==> src/rtl/refcounted_bitmap_page_allocator_top_macros.svh <==
// Assertion macros used by the allocator engine.
`ifndef REFCOUNTED_BITMAP_PAGE_ALLOCATOR_TOP_MACROS_SVH
`define REFCOUNTED_BITMAP_PAGE_ALLOCATOR_TOP_MACROS_SVH
// Implication checked on every rising clock edge outside reset.
`define PBA_ASSERT_IMP(lbl, ante, cons, msg) \
  lbl: assert property (@(posedge clk) disable iff (!rst_n) (ante) |-> (cons)) \
    else $error(msg);
// Condition that must never hold outside reset.
`define PBA_ASSERT_NEVER(lbl, expr, msg) \
  lbl: assert property (@(posedge clk) disable iff (!rst_n) !(expr)) \
    else $error(msg);
`endif

==> src/rtl/pba_pkg.sv <==
// Shared constants and types of the page allocator.
package pba_pkg;
  localparam int MAX_PAGES_DEF = 4096;
  localparam logic [7:0]  REF_MAX   = 8'hFF;
  localparam logic [12:0] COUNT_MAX = 13'h1FFF;
  localparam logic [12:0] CFG_RESET = 13'd4096;

  localparam logic [2:0] REQ_ALLOC   = 3'd0;
  localparam logic [2:0] REQ_FREE    = 3'd1;
  localparam logic [2:0] REQ_REF     = 3'd2;
  localparam logic [2:0] REQ_QUERY   = 3'd3;
  localparam logic [2:0] REQ_INIT_FR = 3'd4;
  localparam logic [2:0] REQ_INIT_RS = 3'd5;

  localparam logic [1:0] ST_DONE    = 2'd0;
  localparam logic [1:0] ST_NOFIT   = 2'd1;
  localparam logic [1:0] ST_IGNORED = 2'd2;

  localparam logic CFG_MANAGED = 1'b0;
  localparam logic CFG_USABLE  = 1'b1;

  typedef struct packed {
    logic rd;
    logic wr;
  } mem_cmd_t;
endpackage

==> src/rtl/pba_engine.sv <==
// Request sequencer: reads, modifies and writes back page state.
`include "refcounted_bitmap_page_allocator_top_macros.svh"
module pba_engine #(
  parameter int MAX_PAGES = pba_pkg::MAX_PAGES_DEF,
  parameter int AW = $clog2(MAX_PAGES)
) (
  input  logic              clk,
  input  logic              rst_n,
  input  logic [12:0]       managed,
  input  logic [12:0]       usable,
  input  logic              in_valid,
  output logic              in_ready,
  input  logic [2:0]        in_type,
  input  logic [11:0]       in_index,
  input  logic [12:0]       in_count,
  output logic              out_valid,
  input  logic              out_ready,
  output logic [1:0]        out_status,
  output logic [11:0]       out_page,
  output logic [7:0]        out_ref,
  output logic [12:0]       out_free,
  output pba_pkg::mem_cmd_t mem_cmd,
  output logic [AW-1:0]     mem_addr,
  output logic [8:0]        mem_wdata,
  input  logic [8:0]        mem_rdata
);
  import pba_pkg::*;
  localparam int CW = (AW + 1 > 13) ? AW + 1 : 13;
  localparam logic [CW-1:0] PAGES = CW'(MAX_PAGES);

  localparam logic [2:0] S_CLR  = 3'd0;
  localparam logic [2:0] S_IDLE = 3'd1;
  localparam logic [2:0] S_RD   = 3'd2;
  localparam logic [2:0] S_EV   = 3'd3;
  localparam logic [2:0] S_FILL = 3'd4;
  localparam logic [2:0] S_FIN  = 3'd5;

  logic [2:0]    st_r, st_nxt;
  logic [CW-1:0] ptr_r, ptr_nxt, end_r, end_nxt, lim_r, lim_nxt, hint_r, hint_nxt;
  logic          wrap_r, wrap_nxt;
  logic [2:0]    typ_r, typ_nxt;
  logic [11:0]   idx_r, idx_nxt;
  logic [12:0]   cnt_r, cnt_nxt, run_r, run_nxt, used_r, used_nxt;
  logic [1:0]    stat_r, stat_nxt;
  logic [11:0]   rpage_r, rpage_nxt;
  logic [7:0]    rval_r, rval_nxt;
  logic          ov_r, ov_nxt;
  logic [1:0]    os_r, os_nxt;
  logic [11:0]   op_r, op_nxt;
  logic [7:0]    orf_r, orf_nxt;
  logic [12:0]   ofr_r, ofr_nxt;

  logic [CW-1:0] lim_in, whint, idx_w;
  logic [CW:0]   end_sum;
  logic          u;
  logic [7:0]    r, rn, rv;
  logic [12:0]   runn;

  function automatic logic [12:0] sat_add(input logic [12:0] a, input logic [12:0] b);
    logic [13:0] s;
    s = {1'b0, a} + {1'b0, b};
    return (s > {1'b0, COUNT_MAX}) ? COUNT_MAX : s[12:0];
  endfunction

  assign lim_in  = (CW'(managed) > PAGES) ? PAGES : CW'(managed);
  assign idx_w   = CW'(in_index);
  assign end_sum = (CW+1)'(in_index) + (CW+1)'(in_count);
  assign whint   = (hint_r < lim_r) ? hint_r : lim_r;
  assign u       = mem_rdata[8];
  assign r       = mem_rdata[7:0];
  assign rn      = (r != 8'd0) ? r - 8'd1 : 8'd0;
  assign runn    = u ? 13'd0 : run_r + 13'd1;
  assign rv      = u ? rn : r;
  assign in_ready = (st_r == S_IDLE);
  assign out_valid  = ov_r;
  assign out_status = os_r;
  assign out_page   = op_r;
  assign out_ref    = orf_r;
  assign out_free   = ofr_r;

  always_comb begin
    st_nxt = st_r; ptr_nxt = ptr_r; end_nxt = end_r; lim_nxt = lim_r;
    hint_nxt = hint_r; wrap_nxt = wrap_r; typ_nxt = typ_r; idx_nxt = idx_r;
    cnt_nxt = cnt_r; run_nxt = run_r; used_nxt = used_r; stat_nxt = stat_r;
    rpage_nxt = rpage_r; rval_nxt = rval_r;
    ov_nxt = ov_r; os_nxt = os_r; op_nxt = op_r; orf_nxt = orf_r; ofr_nxt = ofr_r;
    mem_cmd = '0; mem_addr = ptr_r[AW-1:0]; mem_wdata = 9'd0;
    if (ov_r && out_ready) ov_nxt = 1'b0;
    unique case (st_r)
      S_CLR: begin
        mem_cmd.wr = 1'b1;
        mem_wdata = {1'b1, 8'd0};
        ptr_nxt = ptr_r + 1'b1;
        if (ptr_r == PAGES - 1'b1) st_nxt = S_IDLE;
      end
      S_IDLE: begin
        if (in_valid) begin
          typ_nxt = in_type; idx_nxt = in_index; cnt_nxt = in_count;
          lim_nxt = lim_in; ptr_nxt = idx_w; wrap_nxt = 1'b0; run_nxt = 13'd0;
          end_nxt = (end_sum > (CW+1)'(lim_in)) ? lim_in : end_sum[CW-1:0];
          rpage_nxt = in_index; rval_nxt = 8'd0;
          stat_nxt = ST_IGNORED; st_nxt = S_FIN;
          case (in_type)
            REQ_ALLOC: begin
              rpage_nxt = 12'd0;
              if (in_count != 13'd0) begin
                stat_nxt = ST_NOFIT; st_nxt = S_RD;
                ptr_nxt = (in_count == 13'd1) ? hint_r : '0;
              end
            end
            REQ_FREE, REQ_INIT_FR, REQ_INIT_RS: begin
              if (in_count != 13'd0 && idx_w < lim_in &&
                  (in_index != 12'd0 || in_type != REQ_FREE)) begin
                stat_nxt = ST_DONE; st_nxt = S_RD;
              end
            end
            REQ_REF, REQ_QUERY: begin
              end_nxt = idx_w + 1'b1;
              if (in_index != 12'd0 && idx_w < lim_in) begin
                stat_nxt = ST_DONE; st_nxt = S_RD;
              end
            end
            default: ;
          endcase
        end
      end
      S_RD: begin
        if (typ_r == REQ_ALLOC && cnt_r == 13'd1) begin
          if (!wrap_r && ptr_r >= lim_r) begin
            wrap_nxt = 1'b1; ptr_nxt = '0;
          end else if (wrap_r && ptr_r >= whint) begin
            st_nxt = S_FIN;
          end else begin
            mem_cmd.rd = 1'b1; st_nxt = S_EV;
          end
        end else if (typ_r == REQ_ALLOC) begin
          if (ptr_r >= lim_r) st_nxt = S_FIN;
          else begin
            mem_cmd.rd = 1'b1; st_nxt = S_EV;
          end
        end else if (ptr_r >= end_r) begin
          st_nxt = S_FIN;
        end else if (typ_r == REQ_INIT_FR) begin
          mem_cmd.wr = 1'b1; ptr_nxt = ptr_r + 1'b1;
        end else begin
          mem_cmd.rd = 1'b1; st_nxt = S_EV;
        end
      end
      S_EV: begin
        st_nxt = S_RD;
        ptr_nxt = ptr_r + 1'b1;
        case (typ_r)
          REQ_ALLOC: begin
            if (cnt_r == 13'd1) begin
              if (!u) begin
                mem_cmd.wr = 1'b1; mem_wdata = {1'b1, 8'd1};
                used_nxt = sat_add(used_r, 13'd1);
                hint_nxt = ptr_r + 1'b1;
                stat_nxt = ST_DONE; rpage_nxt = ptr_r[11:0]; rval_nxt = 8'd1;
                st_nxt = S_FIN;
              end
            end else if (runn == cnt_r) begin
              ptr_nxt = ptr_r + 1'b1 - CW'(cnt_r);
              end_nxt = ptr_r + 1'b1;
              rpage_nxt = 12'(ptr_r + 1'b1 - CW'(cnt_r));
              stat_nxt = ST_DONE; rval_nxt = 8'd1;
              used_nxt = sat_add(used_r, cnt_r);
              st_nxt = S_FILL;
            end else begin
              run_nxt = runn;
            end
          end
          REQ_FREE: begin
            if (u) begin
              mem_cmd.wr = 1'b1;
              mem_wdata = (rn == 8'd0) ? 9'd0 : {1'b1, rn};
              if (rn == 8'd0 && used_r != 13'd0) used_nxt = used_r - 13'd1;
            end
            if (ptr_r == CW'(idx_r)) begin
              rval_nxt = rv;
              if (CW'(idx_r) < hint_r &&
                  (cnt_r != 13'd1 || (u && rn == 8'd0))) hint_nxt = CW'(idx_r);
            end
          end
          REQ_REF: begin
            rval_nxt = r;
            if (u && r != REF_MAX) begin
              mem_cmd.wr = 1'b1; mem_wdata = {1'b1, r + 8'd1}; rval_nxt = r + 8'd1;
            end
          end
          REQ_INIT_RS: begin
            mem_cmd.wr = 1'b1; mem_wdata = {1'b1, r};
            used_nxt = sat_add(used_r, 13'd1);
            if (ptr_r == CW'(idx_r)) rval_nxt = r;
          end
          default: rval_nxt = r;
        endcase
      end
      S_FILL: begin
        if (ptr_r >= end_r) st_nxt = S_FIN;
        else begin
          mem_cmd.wr = 1'b1; mem_wdata = {1'b1, 8'd1}; ptr_nxt = ptr_r + 1'b1;
        end
      end
      S_FIN: begin
        if (!ov_r || out_ready) begin
          ov_nxt = 1'b1; os_nxt = stat_r; op_nxt = rpage_r; orf_nxt = rval_r;
          ofr_nxt = (usable > used_r) ? usable - used_r : 13'd0;
          st_nxt = S_IDLE;
        end
      end
      default: st_nxt = S_IDLE;
    endcase
  end

  always_ff @(posedge clk) begin
    if (!rst_n) begin
      st_r <= S_CLR; ptr_r <= '0; hint_r <= '0; used_r <= 13'd0; ov_r <= 1'b0;
    end else begin
      st_r <= st_nxt; ptr_r <= ptr_nxt; hint_r <= hint_nxt; used_r <= used_nxt;
      ov_r <= ov_nxt;
    end
    end_r <= end_nxt; lim_r <= lim_nxt; wrap_r <= wrap_nxt; typ_r <= typ_nxt;
    idx_r <= idx_nxt; cnt_r <= cnt_nxt; run_r <= run_nxt; stat_r <= stat_nxt;
    rpage_r <= rpage_nxt; rval_r <= rval_nxt;
    os_r <= os_nxt; op_r <= op_nxt; orf_r <= orf_nxt; ofr_r <= ofr_nxt;
  end

  `PBA_ASSERT_NEVER(a_no_rw_same_cycle, mem_cmd.rd && mem_cmd.wr, "read and write together")
  `PBA_ASSERT_IMP(a_ready_idle, in_ready, st_r == S_IDLE && !mem_cmd.wr, "ready while busy")
  `PBA_ASSERT_IMP(a_out_from_fin, $rose(out_valid), $past(st_r == S_FIN), "stray result")
endmodule

==> config.mk <==
export PLATFORM = sky130hd
export DESIGN_NAME = pba_engine
export DESIGN_NICKNAME = d
export VERILOG_FILES = /design/src/rtl/pba_pkg.sv /design/src/rtl/pba_engine.sv
export VERILOG_INCLUDE_DIRS = /design/src /design/src/rtl
export SDC_FILE = /design/constraint.sdc
export NUM_CORES = 1
export LEC_CHECK = 0
export ABC_CLOCK_PERIOD_IN_PS = 3950
export BUFFER_PORTS_ARGS = -buffer_cell sky130_fd_sc_hd__buf_2
export CORE_ASPECT_RATIO = 0.9
export CORE_MARGIN = 2
export CORE_UTILIZATION = 25
export CTS_BUF_LIST = sky130_fd_sc_hd__clkbuf_4 sky130_fd_sc_hd__clkbuf_8
export DETAILED_ROUTE_END_ITERATION = 8
export GPL_ROUTABILITY_DRIVEN = 0
export PLACE_DENSITY = 0.43
export REMOVE_ABC_BUFFERS = 1
export SYNTH_ARGS = -nofsm -noshare
export SYNTH_HDL_FRONTEND = slang
export SYNTH_SLANG_ARGS = --single-unit
==> constraint.sdc <==
create_clock -name clk -period 3.95 [get_ports clk]
set_input_delay 0 -clock clk [delete_from_list [all_inputs] [get_ports clk]]
set_output_delay 0 -clock clk [all_outputs]
set_load 0.005 [all_outputs]
== Yosys cells after proc, flatten, opt, wreduce, memory -nomap -nowiden ==
Cells that the tools add are included.
Widths: inputs -> output; s select.

* Flip-flop bits (word level): 168
* Bits in latches: 0
* RAM bits: 0
* Bits in read-only memories: 0
* Input port bits: 67
* Output and inout port bits: 60
* Logic and storage cells: 259
* Memories kept: 0

* $add $sub $neg: 11
* $mul: 0
* Div/mod/pow operators: 0
* Order comparisons: 11
* Eq/ne operators: 53
* Shift-type cells: 0
* Mux-type cells: 123
* Bitwise logic cells: 0
* Reduce and logical (&&, ||, !) cells: 42

{| class="wikitable"
|+ Operators by type and width
! cell !! count
|-
| $mux 13 || 37
|-
| $pmux 13 s2 || 3
|-
| $mux 12 || 6
|-
| $mux 8 || 9
|-
| $pmux 13 s5 || 1
|-
| $mux 3 || 18
|-
| $mux 9 || 6
|-
| $ge 13x13->1 || 3
|-
| $pmux 13 s3 || 1
|-
| $pmux 9 s4 || 1
|-
| $ne 2x2->1 const B || 16
|-
| $pmux 8 s4 || 1
|-
| $ne 3x3->1 const B || 10
|-
| $gt 14x13->1 const B || 2
|-
| $pmux 9 s3 || 1
|-
| $add 13x1->13 const B || 2
|-
| $eq 13x1->1 const B || 2
|-
| $lt 12x13->1 || 2
|-
| $reduce_bool 13->1 || 2
|-
| $sub 13x13->13 || 2
|-
| $pmux 12 s2 || 1
|-
| $reduce_and 6->1 || 4
|-
| $mux 1 || 21
|-
| $eq 3x3->1 const B || 6
|-
| other kinds (46) || 83
|}

== Longest topological paths before layout ==
Gate-level depths: netlist (run 1).

* Depth after elaboration: 9
* Depth in mapped cells: 21

== Worst setup path after synthesis (run 1) ==
OpenSTA, ideal clock, no wires.

* Path kind: register -> register
* Start: register lim_r[1]
* End: register st_r[2]
* Setup time: 0.116 ns
* Arrival time: 4.037 ns
* Data required time: 3.834 ns
* Path slack: -0.203 ns
* Stages on the path, launching flop included: 22
* Path buffers: 1
* Clock period less this slack: 4.153 ns
* Path through: edfxtp_1 inv_1 ha_1 a21o_1 a21o_1 a21o_1 a21o_1 a21oi_1 o21ai_0 o21ai_1 clkbuf_1 mux2i_1 ha_1 a211oi_1 inv_1 o221ai_1 a31oi_1 o31ai_1 a31oi_1 a21oi_1 o22ai_1 o211a_1

* Cells in the longest elaborated chain, start to end: 8
* Elaborated cells between the ends (all ways): 14

{| class="wikitable"
|+ RTL lines
! element !! line !! text
|-
| start: declaration || pba_engine.sv:39 || <nowiki>logic [CW-1:0] ptr_r, ptr_nxt, end_r, end_nxt, lim_r, lim_nxt, hint_r, hint_nxt;</nowiki>
|-
| start signal: assignment || pba_engine.sv:223 || <nowiki>end_r <= end_nxt; lim_r <= lim_nxt; wrap_r <= wrap_nxt; typ_r <= typ_nxt;</nowiki>
|-
| $lt 13x13->1 || pba_engine.sv:68 || <nowiki>assign whint = (hint_r < lim_r) ? hint_r : lim_r;</nowiki>
|-
| $mux 13 || pba_engine.sv:68 ||
|-
| $ge 13x13->1 || pba_engine.sv:131 || <nowiki>end else if (wrap_r && ptr_r >= whint) begin</nowiki>
|-
| $logic_and 1x1->1 || pba_engine.sv:131 ||
|-
| $mux 3 || pba_engine.sv:131 ||
|-
| $mux 3 || pba_engine.sv:129 || <nowiki>if (!wrap_r && ptr_r >= lim_r) begin</nowiki>
|-
| $mux 3 || pba_engine.sv:128 || <nowiki>if (typ_r == REQ_ALLOC && cnt_r == 13'd1) begin</nowiki>
|-
| $pmux 3 s6 || pba_engine.sv:89 || <nowiki>unique case (st_r)</nowiki>
|-
| end signal: assignment || pba_engine.sv:220 || <nowiki>st_r <= st_nxt; ptr_r <= ptr_nxt; hint_r <= hint_nxt; used_r <= used_nxt;</nowiki>
|-
| end: declaration || pba_engine.sv:38 || <nowiki>logic [2:0] st_r, st_nxt;</nowiki>
|}

Several ways; a longest one is shown, not always the timed one. The select of a mux whose other input is x is not followed.
A chain may end at the register's enable or synchronous reset.

==> reports/metrics.cfg, run 1 <==
[outcome]
violations=setup timing
status=finished with violations

[synthesis]
ys_ff_latch=168
seq_area_frac_synth_pct=32.0
synth_area_um2=14400
synth_flop_cell=edfxtp_1
ys_warn_count=0
yosys.cell_types.count=79
syn_area_per_cell_um2=8.43
synthesis.instances=1713
synthArstFlopShare_pct=0
synth_edf_count=125

[worst_setup_path]
worstSetupStartpointType=flip-flop
cp_max_fo=4
cp.arrival_ns=4.27
cp-end-kind=output pin
crit_type=flip-flop to output pin
crit_required_ns=3.95

[clock_network]
clkSlewWorstSetupHoldPaths_ns=0.10
insertion_delay_ns=0.54
clk_path_buf_depth=2
cts_buffers=17
h-tree-depth=4
cts.sinks=168
cts_root_buf=clkbuf_8
cts_tree=yes

[die]
io_pins=127
fp.dieW_um=257
initial_core_util_pct=25.3
core.rowCount=83
die_y_um=232
core_um2=57100
dieArea_um2=59700

[power_and_ir_drop]
p_leak_nw=7.46
power_density_nw_per_um2=224
vdd_drop_max_uv=197

[placed_design]
hpwlAfterDp_um=43600
placedCellCount=2642
post_dp_cell_area_um2=16600
portBuffers=126

[sta]
finalCriticalPeriod_ns=4.27
period_share_pct=108
slew_headroom_pct=31.8
setup-violations-final=3
worst_slew_pin_slew_ns=1.02
setup_slack_ns=-0.317
slew_violations=0
skew_ns=0.0259
rsz0062_at_grt=yes
fmax_ghz=0.234
finalHoldViolations=0

[final_layout]
fin_cells=2738
area_delta_synth_final_pct=22.9
final_core_util_pct=31.1
drive_gt1_share_pct=17.5
nNetsFinal=2177
fin_area_um2=17700
fillers=6104

[worst_hold_path]
holdCritPathClass=input port to flip-flop

[detailed_routing]
viasPerCell=5.17
drc=0
wirelength_um=55900
ant_nets=0
first_pass_iters=5
drt_iter0_drc=1105
vias=14167
detail_route.wl_per_cell_um=20.4

[grt]
grt_use_total_pct=18.4
grt_pass1_vias=13843
grt_pass1_wl_um=83500
grt_max_degree=42
grt_overflow=0
antenna_found_initial=1

[flow_run]
cap_violations=0

[registers in the layout (all words and copies together) (netlist names), 3 cells and up]
| signal | cells |
|---|---|
| cnt_r | 13 |
| end_r | 13 |
| hint_r | 13 |
| lim_r | 13 |
| out_free | 13 |
| ptr_r | 13 |
| run_r | 13 |
| used_r | 13 |
| idx_r | 12 |
| out_page | 12 |
| rpage_r | 12 |
| out_ref | 8 |
| rval_r | 8 |
| st_r | 3 |
| typ_r | 3 |
[path summary, 6_finish.rpt]
kind                                 from                        end  slack, ns  cells after the start
hold / removal                  usable[1]  out_free[1]$_SDFFCE_PP0P_       0.04                      4
hold reg to reg   rval_r[4]$_SDFFCE_PN0P_       out_ref[4]$_DFFE_PP_       0.43                      0
setup reg to reg       lim_r[1]$_DFFE_PP_       st_r[1]$_SDFFE_PN0P_      -0.26                     23
setup / recovery       lim_r[1]$_DFFE_PP_                 mem_cmd[1]      -0.32                     21
[power breakdown]
group | internal, mW | switching, mW | total (mW)
Sequential | 1.90 | 0.00144 | 1.90
Combinational | 0.347 | 0.455 | 0.802
Clock | 0.474 | 0.809 | 1.28
[per-stage QoR]
stage | hold slack [ns] | setup slack, ns | power (mW) | TNS [ns]
floorplan | 0.0989 | -0.477 | 2.36 | -1.17
CTS | 0.00527 | -0.416 | 3.99 | -0.830
global placement | 0.238 | -0.249 | 2.65 | -0.468
detailed placement | 0.251 | -0.256 | 2.66 | -0.604
finish | 0.0432 | -0.317 | 3.98 | -0.820
global route | 0.0438 | -0.531 | 4.17 | -1.34
[area by class of cell]
cell class	count	area (µm²)	area share, %
Antenna cell	1	2.50	0.0141
Clock buffer	17	234	1.32
Clock inverter	15	154	0.867
Inverter	121	454	2.56
Multi-Input combinational cell	1335	9090	51.2
Sequential cell	168	4610	26.0
Tap cell	765	957	5.39
Timing Repair Buffer	316	2240	12.6
[layout by cell type (no fill, tap or decap), drive strengths merged, types with 7 or more instances in the layout]
cell type,instances
buf,263
nand2,150
ha,147
nor2,139
a21oi,138
o21ai,134
inv,129
edfxtp,125
nand3,77
xnor2,60
dlygate4sd3,52
dfxtp,43
nor3,39
xor2,33
nor2b,28
nor4,28
mux2i,26
nand4,24
o221ai,22
and3,20
nand2b,18
a31oi,18
a21o,17
clkbuf,17
or3,16
a211oi,16
o21a,15
o22ai,14
o211ai,14
o31ai,14
or4,10
mux2,9
o21bai,8
a211o,7
o2111ai,7
clkinv,7
[routing by layer]
| layer | share of wire [%] | GRT usage, % | wire length, µm | up-vias |
|---|---|---|---|---|
| li1 | - | - | - | 6810 |
| met1 | 47 | 25.7 | 26400 | 6807 |
| met2 | 44 | 29.2 | 24900 | 473 |
| met3 | 6.1 | 3.30 | 3430 | 77 |
| met4 | 2.1 | 5.20 | 1190 | 0 |
| met5 | 0 | 0 | 0 | - |
[cells in the mapped netlist, types with 10 or more instances]
master / n / area share, %
a211oi_1: 16 / 0.83
a21o_1: 17 / 0.88
a21oi_1: 138 / 4.8
a31oi_1: 18 / 0.78
and3_1: 20 / 0.87
buf_4: 12 / 0.62
clkbuf_1: 65 / 1.7
dfxtp_1: 43 / 6.0
edfxtp_1: 125 / 26
ha_1: 147 / 13
inv_1: 119 / 3.1
mux2i_1: 26 / 1.8
nand2_1: 150 / 3.9
nand2b_1: 18 / 0.78
nand3_1: 75 / 2.6
nand4_1: 23 / 1.0
nor2_1: 139 / 3.6
nor2b_1: 28 / 1.2
nor3_1: 39 / 1.4
nor4_1: 26 / 1.1
o211ai_1: 14 / 0.73
o21a_1: 15 / 0.78
o21ai_0: 122 / 4.2
o21ai_1: 12 / 0.42
o221ai_1: 22 / 1.3
o22ai_1: 14 / 0.61
o31ai_1: 12 / 0.62
or3_1: 16 / 0.69
or4_1: 10 / 0.52
xnor2_1: 60 / 3.6
xor2_1: 33 / 2.0
[logic make-up after synthesis]
| kind of cell | synth area share, % |
|---|---|
| buf+inv | 5.91 |
| compound gates | 21.3 |
| xor+xnor | 5.80 |
| fa+ha+maj | 13.3 |
| flops | 32.0 |
| mux | 2.50 |
| simple gates | 19.2 |
[timing repair]
action | 4_1_cts | 5_1_grt
buffers inserted | 6 | 4
hold buffers | 51 | 1
pin swaps | 14 | 10
endpoints found under the hold margin | 52 | 1
gates cloned | 0 | 1
setup endpoints to repair | 3 | 16
gates resized for setup | 10 | 18
[critical path, cell delays in order, from the launching register on]
cell,delay [ns]
edfxtp_1,0.43
inv_2,0.10
ha_4,0.19
a21o_1,0.17
a21o_1,0.15
a21o_1,0.15
a21o_1,0.17
a21oi_2,0.12
o21ai_1,0.07
o21ai_1,0.12
buf_4,0.16
buf_6,0.11
mux2i_1,0.17
ha_1,0.26
nor2b_1,0.14
o21a_1,0.18
o21ai_2,0.16
a31oi_2,0.14
o31ai_4,0.25
a31oi_4,0.14
a211oi_2,0.19
buf_2,0.15
No activity file was read; power rests on OpenSTA's default activity.
==> run 2, diff against run 1 <==
==> constraint.sdc (replaced) <==
create_clock -name clk -period 3.95 [get_ports clk]
set_input_delay 0.5925 -clock clk [delete_from_list [all_inputs] [get_ports clk]]
set_output_delay 0.5925 -clock clk [all_outputs]
set_load 0.005 [all_outputs]
==> reports/metrics.cfg, run 2 (synthesized netlist as in run 1, its figures left out) <==
[final_layout]
layout_commonest_cell=buf_4
nNetsFinal=2156  ; -0.96%
fin_area_um2=17400  ; -1.9%
final_core_util_pct=30.5  ; -0.60 points
layout_common_cells=buf_4, nand2_1, ha_1, nor2_1, a21oi_1
fin_cells=2718  ; -0.73%
drive_gt1_share_pct=19.2  ; +1.7 points
area_delta_synth_final_pct=20.6

[worst_setup_path]
cpPeakStageDelay_ns=0.42  ; about the same
cp.arrival_ns=4.14  ; -0.13 ns
cp_max_fo=6  ; +2
worstSetupStartpointType=flip-flop
crit_required_ns=3.36  ; -0.59 ns
crit_type=flip-flop to output pin
worstPathCellList=inv_2 > ha_4 > a21o_1 > a21o_1 > a21o_1 > a21o_1 > a21oi_2 > o21ai_1 > o21ai_1 > buf_4 > mux2i_2 > ha_1 > nor2b_4 > o21a_1 > o21ai_1 > a31oi_1 > o31ai_2 > a31oi_2 > a211oi_2 > buf_2
cp-end-kind=output pin
slowest_stage=edfxtp_1
crit_top_cell=a21o_1

[die]
dieArea_um2=59700  ; unchanged
initial_core_util_pct=25.3  ; unchanged
die_y_um=232  ; unchanged
io_pins=127  ; unchanged
fp.dieW_um=257  ; unchanged
core_um2=57100  ; unchanged
core.rowCount=83  ; unchanged

[sta]
fmax_ghz=0.211  ; -9.9%
finalHoldViolations=0  ; unchanged
period_share_pct=120  ; +12 points
finalCriticalPeriod_ns=4.74  ; +0.469 ns
rsz0062_at_grt=yes
slew_violations=0  ; unchanged
finalSetupTns_ns=-0.990  ; -0.170 ns
setup-violations-final=3  ; unchanged
worst_hold_slack_ns=0.265  ; +0.222 ns
slew_headroom_pct=31.0  ; -0.76 points
skew_ns=0.0236  ; -0.00230 ns
worst_slew_pin_slew_ns=1.03  ; +0.0113 ns
setup_slack_ns=-0.786  ; -0.469 ns

[power_and_ir_drop]
power_density_nw_per_um2=231  ; +2.9%
vdd_drop_max_uv=225  ; +14%
p_leak_nw=7.37  ; -1.1%

[clock_network]
cts.sinks=168  ; unchanged
cts_tree=yes
cts_buffers=17  ; unchanged
clk_path_buf_depth=2  ; unchanged
cts_root_buf=clkbuf_8
clkSlewWorstSetupHoldPaths_ns=0.11  ; about the same
insertion_delay_ns=0.58  ; +0.04 ns
h-tree-depth=4  ; unchanged

[grt]
grt_overflow=0  ; unchanged
grt_pass1_vias=13650  ; -1.4%
grt_use_total_pct=18.5  ; +0.023 points
antenna_found_initial=2  ; +1
grt_max_degree=42  ; unchanged
grt_pass1_wl_um=83200  ; -0.35%

[detailed_routing]
wirelength_um=55200  ; -1.2%
drt_iter0_drc=1242  ; +12%
first_pass_iters=5  ; unchanged
detail_route.wl_per_cell_um=20.3  ; -0.49%
drc=0  ; unchanged
viasPerCell=5.15  ; -0.51%
ant_nets=0  ; unchanged
vias=13992  ; -1.2%

[worst_hold_path]
holdCritPathClass=input port to flip-flop

[outcome]
violations=setup timing
status=finished with violations

[placed_design]
portBuffers=126  ; unchanged
post_dp_cell_area_um2=16900  ; +1.5%
hpwlAfterDp_um=43900  ; +0.64%
placedCellCount=2681  ; +1.5%

[flow_run]
cap_violations=0  ; unchanged

-- run 2: cell types whose count changed in the layout (fill, tap and decap cells not counted), moves of 2 or more --
cell and change:
a21oi_2 -3, clkinv_8 +2, buf_6 -2, dlygate4sd3_1 -52, a21oi_1 +2, buf_4 +37, nor3_1 +2, buf_12 -3
nor3_2 -2
-- run 2: per-stage QoR --
stage,setup WS (ns),power (mW)
after floorplan,-0.645,2.36
after CTS,-1.01,4.07
after global placement,-0.420,2.70
after global routing,-1.12,4.21
after detailed placement,-0.457,2.71
final,-0.786,4.02
-- run 2: area by class of cell --
class / count / area, µm²
flip-flops and latches: 168 / 4620
clock inverters: 15 / 173
multi-input cells: 1335 / 9060
inverters: 121 / 454
diodes: 2 / 5.00
clock buffers: 17 / 234
fillers: 6175 / 39700
repair buffers: 295 / 1900
well taps: 765 / 957
-- run 2: per-layer routing --
metal	GRT usage (%)	routed length, µm	up-vias
met1	25.9	26800	6715
met3	3.23	3110	52
li1	-	-	6773
met5	0	0	-
met2	28.9	24400	452
met4	5.26	1020	0
-- run 2: where the power goes --
part / total (mW) / leakage [nW] / internal [mW] / switching (mW)
clock network: 1.33 / 0.202 / 0.482 / 0.851
registers: 1.90 / 1.42 / 1.90 / 0.00251
logic: 0.787 / 5.75 / 0.344 / 0.443
-- run 2: repair_timing --
item                       in CTS  in global routing
buffers inserted                3                  1
gates resized for setup         8                 14
setup endpoints to repair       3                 16
pin swaps                      18                  5
hold buffers                    0                  0
hold endpoints to repair        0                  0
-- run 2: path summary, 6_finish.rpt --
path | from | end | slack (ns) | depth (start not counted)
max | lim_r[1]$_DFFE_PP_ | mem_cmd[1] | -0.79 | 20
min | in_count[10] | cnt_r[10]$_DFFE_PP_ | 0.27 | 1
max reg2reg | lim_r[1]$_DFFE_PP_ | st_r[1]$_SDFFE_PN0P_ | -0.17 | 19
min reg2reg | rval_r[5]$_SDFFCE_PN0P_ | out_ref[5]$_DFFE_PP_ | 0.43 | 0
-- run 2: worst max-delay path, delay by kind of cell, from the launching register on --
family / cells / cell delay [ns]
fa+ha+maj: 2 / 0.46
flops: 1 / 0.42
compound gates: 13 / 1.93
mux: 1 / 0.21
buf+inv: 3 / 0.41
simple gates: 1 / 0.13
